**src/hdl/epfp_pkg.sv**
```systemverilog
package epfp_pkg;

  localparam int unsigned BYTE_W  = 8;
  localparam int unsigned COUNT_W = 16;
  localparam int unsigned CODE_W  = 2;
  localparam int unsigned ADDR_W  = 4;
  localparam int unsigned DATA_W  = 32;
  localparam int unsigned OUT_W   = 40;

  // register indexes (paddr[3:2])
  localparam logic [1:0] REG_BEGIN_CODE = 2'd0;
  localparam logic [1:0] REG_LEFT_CODE  = 2'd1;
  localparam logic [1:0] REG_RIGHT_CODE = 2'd2;

  localparam logic [CODE_W-1:0] BEGIN_CODE_RST = 2'd0;
  localparam logic [CODE_W-1:0] LEFT_CODE_RST  = 2'd1;
  localparam logic [CODE_W-1:0] RIGHT_CODE_RST = 2'd3;

  localparam logic [BYTE_W-1:0] INDEX_RST  = 8'hFF;
  localparam logic [BYTE_W-1:0] INDEX_GOOD = 8'h11;
  localparam logic [BYTE_W-1:0] BEGIN_STEP = 8'h01;
  localparam logic [BYTE_W-1:0] SIDE_STEP  = 8'h10;

  typedef struct packed {
    logic [COUNT_W-1:0] right_count;
    logic [COUNT_W-1:0] left_count;
    logic               frame_error;
    logic               pair_ready;
    logic               accepted;
  } result_t;

  localparam int unsigned RESULT_W = $bits(result_t);

endpackage

```
**src/hdl/encoder_pair_frame_parser.sv**
```systemverilog
// encoder pair frame parser
//
// s_* channel: one received serial byte per request (s_tdata = rx_byte).
// m_* channel: one result per accepted byte; m_tdata holds, from bit 0 up,
// accepted, pair_ready, frame_error, left_count[15:0], right_count[15:0],
// then five zero bits.
// apb port: begin_code at 0x0, left_code at 0x4, right_code at 0x8, two bits
// each; write only while the stream is idle.
//
// a result goes to the output register if it is free or popped, else to the
// skid register. one byte per cycle is taken while s_tready is high; the frame
// state lives in a handful of registers updated in the cycle of acceptance.
// the result side has an output register plus one skid register, so a byte
// is still taken while one result waits; s_tready drops only once the skid
// register is full and comes back the cycle after the receiver takes one.
// reset (rst, synchronous) empties both result registers, restores the default
// codes, sets the frame index to 0xff and marks the right side valid and last.
module encoder_pair_frame_parser (
  input  logic                          clk,
  input  logic                          rst,
  input  logic                          s_tvalid,
  output logic                          s_tready,
  input  logic [epfp_pkg::BYTE_W-1:0]   s_tdata,   // rx_byte[7:0]
  output logic                          m_tvalid,
  input  logic                          m_tready,
  // accepted, pair_ready, frame_error, left_count[15:0], right_count[15:0], pad
  output logic [epfp_pkg::OUT_W-1:0]    m_tdata,
  input  logic                          psel,
  input  logic                          penable,
  input  logic                          pwrite,
  input  logic [epfp_pkg::ADDR_W-1:0]   paddr,
  input  logic [epfp_pkg::DATA_W-1:0]   pwdata,
  output logic [epfp_pkg::DATA_W-1:0]   prdata,
  output logic                          pready
);

  logic [epfp_pkg::CODE_W-1:0]  begin_code;
  logic [epfp_pkg::CODE_W-1:0]  left_code;
  logic [epfp_pkg::CODE_W-1:0]  right_code;

  logic [epfp_pkg::BYTE_W-1:0]  frame_index, frame_index_next;
  logic [epfp_pkg::BYTE_W-1:0]  work_high, work_high_next;
  logic [epfp_pkg::BYTE_W-1:0]  work_low, work_low_next;
  logic [epfp_pkg::COUNT_W-1:0] held_right, held_right_next;
  logic                         last_side_right, last_side_right_next;
  logic                         right_valid, right_valid_next;
  logic [epfp_pkg::COUNT_W-1:0] published_left, published_left_next;
  logic [epfp_pkg::COUNT_W-1:0] published_right, published_right_next;

  epfp_pkg::result_t            result_next;
  epfp_pkg::result_t            out_data;
  epfp_pkg::result_t            skid_data;
  logic                         out_valid;
  logic                         skid_valid;

  logic [epfp_pkg::CODE_W-1:0]  code;
  logic [epfp_pkg::BYTE_W-1:0]  low_sum;
  logic                         push;
  logic                         pop;
  logic                         cfg_write;

  assign push      = s_tvalid && s_tready;
  assign pop       = m_tvalid && m_tready;
  assign s_tready  = !skid_valid;
  assign m_tvalid  = out_valid;
  assign m_tdata   = {{(epfp_pkg::OUT_W - epfp_pkg::RESULT_W){1'b0}}, out_data};
  assign pready    = 1'b1;
  assign cfg_write = psel && penable && pwrite && pready;

  always_comb begin
    unique case (paddr[3:2])
      epfp_pkg::REG_BEGIN_CODE: prdata = {{(epfp_pkg::DATA_W - epfp_pkg::CODE_W){1'b0}}, begin_code};
      epfp_pkg::REG_LEFT_CODE:  prdata = {{(epfp_pkg::DATA_W - epfp_pkg::CODE_W){1'b0}}, left_code};
      epfp_pkg::REG_RIGHT_CODE: prdata = {{(epfp_pkg::DATA_W - epfp_pkg::CODE_W){1'b0}}, right_code};
      default:                  prdata = '0;
    endcase
  end

  always_ff @(posedge clk) begin
    if (rst) begin
      begin_code <= epfp_pkg::BEGIN_CODE_RST;
      left_code  <= epfp_pkg::LEFT_CODE_RST;
      right_code <= epfp_pkg::RIGHT_CODE_RST;
    end else if (cfg_write) begin
      unique case (paddr[3:2])
        epfp_pkg::REG_BEGIN_CODE: begin_code <= pwdata[epfp_pkg::CODE_W-1:0];
        epfp_pkg::REG_LEFT_CODE:  left_code  <= pwdata[epfp_pkg::CODE_W-1:0];
        epfp_pkg::REG_RIGHT_CODE: right_code <= pwdata[epfp_pkg::CODE_W-1:0];
        default: ;
      endcase
    end
  end

  assign code    = s_tdata[7:6];
  assign low_sum = work_low + {3'b000, s_tdata[4:0]};

  always_comb begin
    frame_index_next     = frame_index;
    work_high_next       = work_high;
    work_low_next        = work_low;
    held_right_next      = held_right;
    last_side_right_next = last_side_right;
    right_valid_next     = right_valid;
    published_left_next  = published_left;
    published_right_next = published_right;
    result_next          = '0;
    result_next.accepted = 1'b1;

    // begin code wins over left, left over right
    priority if (code == begin_code) begin
      if (!s_tdata[5]) begin
        work_high_next   = {s_tdata[4:0], 3'b000};
        frame_index_next = frame_index + epfp_pkg::BEGIN_STEP;
      end else begin
        if (frame_index != epfp_pkg::INDEX_GOOD) begin
          result_next.frame_error = 1'b1;
          if (last_side_right) begin
            right_valid_next = 1'b0;
          end
        end else if (!last_side_right && !right_valid) begin
          // left frame without a valid right one is dropped
        end else begin
          work_low_next = low_sum;
          if (last_side_right) begin
            right_valid_next = 1'b1;
            held_right_next  = {work_high, low_sum};
          end else begin
            published_left_next    = {work_high, low_sum};
            published_right_next   = held_right;
            result_next.pair_ready = 1'b1;
            right_valid_next       = 1'b0;
          end
        end
        frame_index_next = '0;
      end
    end else if (code == left_code || code == right_code) begin
      last_side_right_next = (code != left_code);
      work_high_next       = work_high + {5'b00000, s_tdata[5:3]};
      work_low_next        = {s_tdata[2:0], 5'b00000};
      frame_index_next     = frame_index + epfp_pkg::SIDE_STEP;
    end else begin
      result_next.accepted = 1'b0;
    end

    result_next.left_count  = published_left_next;
    result_next.right_count = published_right_next;
  end

  always_ff @(posedge clk) begin
    if (rst) begin
      frame_index     <= epfp_pkg::INDEX_RST;
      work_high       <= '0;
      work_low        <= '0;
      held_right      <= '0;
      last_side_right <= 1'b1;
      right_valid     <= 1'b1;
      published_left  <= '0;
      published_right <= '0;
    end else if (push) begin
      frame_index     <= frame_index_next;
      work_high       <= work_high_next;
      work_low        <= work_low_next;
      held_right      <= held_right_next;
      last_side_right <= last_side_right_next;
      right_valid     <= right_valid_next;
      published_left  <= published_left_next;
      published_right <= published_right_next;
    end
  end

  // output register with one skid entry behind it
  always_ff @(posedge clk) begin
    if (rst) begin
      out_valid  <= 1'b0;
      skid_valid <= 1'b0;
    end else if (skid_valid) begin
      if (pop) begin
        out_valid  <= 1'b1;
        skid_valid <= 1'b0;
      end
    end else if (push) begin
      if (!out_valid || pop) begin
        out_valid <= 1'b1;
      end else begin
        skid_valid <= 1'b1;
      end
    end else if (pop) begin
      out_valid <= 1'b0;
    end
  end

  always_ff @(posedge clk) begin
    if (skid_valid) begin
      if (pop) begin
        out_data <= skid_data;
      end
    end else if (push) begin
      if (!out_valid || pop) begin
        out_data <= result_next;
      end else begin
        skid_data <= result_next;
      end
    end
  end

  a_skid_behind_out: assert property (@(posedge clk) disable iff (rst)
    skid_valid |-> out_valid)
    else $error("skid entry held with empty output register");

  a_ready_flags: assert property (@(posedge clk) disable iff (rst)
    m_tvalid |-> !(out_data.pair_ready && out_data.frame_error))
    else $error("pair published on a bad frame");

  a_ready_accepted: assert property (@(posedge clk) disable iff (rst)
    m_tvalid && (out_data.pair_ready || out_data.frame_error) |-> out_data.accepted)
    else $error("flag raised for an unaccepted byte");

  a_pair_clears_right: assert property (@(posedge clk) disable iff (rst)
    push && result_next.pair_ready |=> !right_valid)
    else $error("right side still valid after publishing a pair");

endmodule
```
**config.mk**
```make
export PLATFORM = sky130hd
export DESIGN_NAME = encoder_pair_frame_parser
export DESIGN_NICKNAME = d
export VERILOG_FILES = /design/src/hdl/epfp_pkg.sv /design/src/hdl/encoder_pair_frame_parser.sv
export SDC_FILE = /design/constraint.sdc
export NUM_CORES = 1
export LEC_CHECK = 0
export BUFFER_PORTS_ARGS = -buffer_cell sky130_fd_sc_hd__buf_2
export CORE_MARGIN = 3
export CORE_UTILIZATION = 58
export CTS_BUF_LIST = sky130_fd_sc_hd__clkbuf_2
export DETAILED_ROUTE_END_ITERATION = 12
export HOLD_SLACK_MARGIN = 0.12
export PLACE_DENSITY = 0.82
export SETUP_SLACK_MARGIN = 0.15
export SYNTH_ARGS = -nofsm -noshare
export SYNTH_HDL_FRONTEND = slang
export SYNTH_SLANG_ARGS = --single-unit
```
**constraint.sdc**
```tcl
create_clock -name clk -period 4.21 [get_ports clk]
set_clock_uncertainty 0.2 [all_clocks]
set_input_delay 0 -clock clk [delete_from_list [all_inputs] [get_ports clk]]
set_output_delay 0 -clock clk [all_outputs]
set_load 0.1 [all_outputs]
```
==> impl_metrics.json <==
{
  "status": "completed",
  "clock-sinks": 152,
  "layout_common_cells": "nand2_1, dfxtp_1, edfxtp_1, dlygate4sd3_1, buf_2",
  "cts_tree": "built",
  "area_growth_pct": 15.2,
  "ys_ff_latch": 152,
  "final_core_util_pct": 69.5,
  "synth_edf_count": 70,
  "antenna-diode-count": 0,
  "antenna_found_initial": 0,
  "start_util_pct": 60.4,
  "grt_pass1_wl_um": 26700,
  "drcViolationCount": 0,
  "clk-insertion-delay-late_ns": 0.73,
  "synthCells": 653,
  "post-route-min-period_ns": 3.77,
  "ant_nets": 0,
  "wl_per_cell_um": 17.9,
  "grt_pass1_vias": 5409,
  "root_buffer": "clkbuf_2",
  "layout-drive-gt1-share_pct": 21.6,
  "dp_hpwl_um": 9900,
  "mostFrequentLayoutCell": "nand2_1",
  "power_mw": 2.93,
  "path_clk_slew_ns": 0.22,
  "nNetsFinal": 826,
  "synth.avg_cell_area_sq_um": 10.7,
  "core_area_sq_um": 11600,
  "die_w_um": 116,
  "cts_inserted_buffers": 17,
  "postCtsSetupBuffers": 0,
  "totalWireLength_um": 16400,
  "yosysWarnings": 0,
  "place_congestion": 0.923,
  "yosysUniqueCellTypes": 62,
  "dieHeight_um": 116,
  "synthFlopType": "dfxtp_1",
  "worstPathRequired_ns": 4.67,
  "synth-async-reset-ratio_pct": 0,
  "grt_max_degree": 57,
  "yosysSeqAreaShare_pct": 53.4,
  "portBuffers": 57,
  "fin_setup_tns_ns": 0,
  "arrival_ns": 4.23,
  "relSlewSlack_pct": 20.7,
  "grt.total_usage_pct": 25.7,
  "fin_crit_sh_pct": 89.6,
  "crit_fanout": 16,
  "p_per_area_nw_per_um2": 362,
  "drt_first_pass_iters": 5,
  "fmax_mhz": 265,
  "tightestPinTransition_ns": 1.19,
  "hold_path.class": "in2reg",
  "final_max_slew_viol_count": 0,
  "startpoint_type": "flop",
  "rows": 39,
  "dieArea_sq_um": 13400,
  "htreeDepth": 4,
  "via_per_inst": 5.85,
  "endpoint_kind": "flop",
  "drt_iter0_markers": 461,
  "cts.path.max_buffers": 2,
  "ir_drop_uv": 238,
  "leakage_nw": 3.19,
  "cap_viol_max_count": 0,
  "grt_overflow_total": 0,
  "critical_path_class": "reg2reg",
  "rsz0062_at_grt": "false",
  "hold_viol": 0,
  "setup-violations-final": 0,
  "netlist_area_sq_um": 7010,
  "ios": 126,
  "dr_total_vias": 5369
}
==> path summary, 6_finish.rpt <==
path / endpoint / cells after the start / startpoint / slack, ns
worst max register to register: work_low[5] / 8 / begin_code[1] / 0.44
worst max-delay path: work_low[5] / 8 / begin_code[1] / 0.44
worst min register to register: published_left[2] / 2 / published_left[2] / 0.27
worst min-delay path: frame_index[0] / 4 / rst / 0.19
==> through the flow <==
| step | hold WS, ns | cell area [sq um] | cells | setup slack (ns) |
|---|---|---|---|---|
| 2_1_floorplan | -0.0983 | 7140 | 687 | 0.663 |
| 3_3_place_gp | -0.000807 | 7270 | 825 | 1.34 |
| 3_5_place_dp | 0.00253 | 7270 | 825 | 1.26 |
| 4_1_cts | 0.123 | 8060 | 917 | 0.385 |
| 5_1_grt | 0.165 | 8070 | 917 | 0.219 |
| 6_report | 0.192 | 8070 | 917 | 0.439 |
==> where the power goes <==
group	switching, mW	leakage [nW]	internal (mW)	total (mW)
Clock	0.486	0.135	0.214	0.700
Combinational	0.486	1.69	0.119	0.605
Sequential	0.0311	1.37	1.59	1.62
Total	1.00	3.19	1.92	2.93
==> final cells by class <==
cell class | count | area, sq um
flip-flops and latches | 152 | 3740
fillers | 843 | 3540
multi-input cells | 450 | 2960
repair buffers | 126 | 953
well taps | 143 | 179
clock buffers | 21 | 105
clock inverters | 11 | 82.6
inverters | 14 | 52.6
==> layer usage <==
metal / vias up / part of all wire, % / global-route usage, %
met2: 265 / 50 / 43.3
met1: 2531 / 39 / 30.3
li1: 2514 / - / -
met4: 2 / 3.4 / 13.5
met5: - / 0.19 / 1.85
met3: 57 / 7.4 / 6.37
==> worst max-delay path, stage by stage (launching register included) <==
cell and delay [ns]:
dfxtp_1 0.41, xnor2_2 0.34, and2_0 0.18, buf_4 0.21
dlygate4sd3_1 0.86, nand3_1 0.12, dlygate4sd3_1 0.58, a221oi_1 0.22
dlygate4sd3_1 0.57
==> state kept, by name, summed over array words and instances, names as in the netlist, 8 cells and up <==
name,count
frame_index,8
held_right,16
m_tdata,35
published_left,16
published_right,16
skid_data,35
work_high,8
work_low,8
==> cells in the mapped netlist (all sizes together) (10+ instances only) <==
cell | count | share of area (%)
a21oi | 52 | 3.7
a22o | 13 | 1.6
buf | 46 | 4.7
clkbuf | 25 | 1.3
dfxtp | 82 | 23
edfxtp | 70 | 30
ha | 12 | 2.1
inv | 13 | 0.70
mux2 | 56 | 9.4
nand2 | 89 | 4.8
nand3 | 23 | 1.8
nor2 | 32 | 1.7
nor3 | 13 | 0.93
o21ai | 19 | 1.4
xnor2 | 10 | 1.2
==> kinds of logic (layout without fill, tap and decap cells) <==
family / Yosys count / in the layout / synth area share [%]
compound gates: 133 / 133 / 12.3
xor+xnor: 10 / 10 / 1.25
fa+ha+maj: 14 / 14 / 2.71
buf+inv: 85 / 172 / 6.84
flops: 152 / 152 / 53.4
mux: 63 / 63 / 10.4
other cells: 2 / 36 / 0.107
simple gates: 194 / 194 / 13.0
==> timing repair <==
| action | CTS | global route |
|---|---|---|
| hold buffers | 60 | 0 |
| resized for setup | 0 | 2 |
| endpoints found under the hold margin | 171 | 0 |
| endpoints found under the setup margin | 0 | 1 |
(Power assumes the default switching activity.)
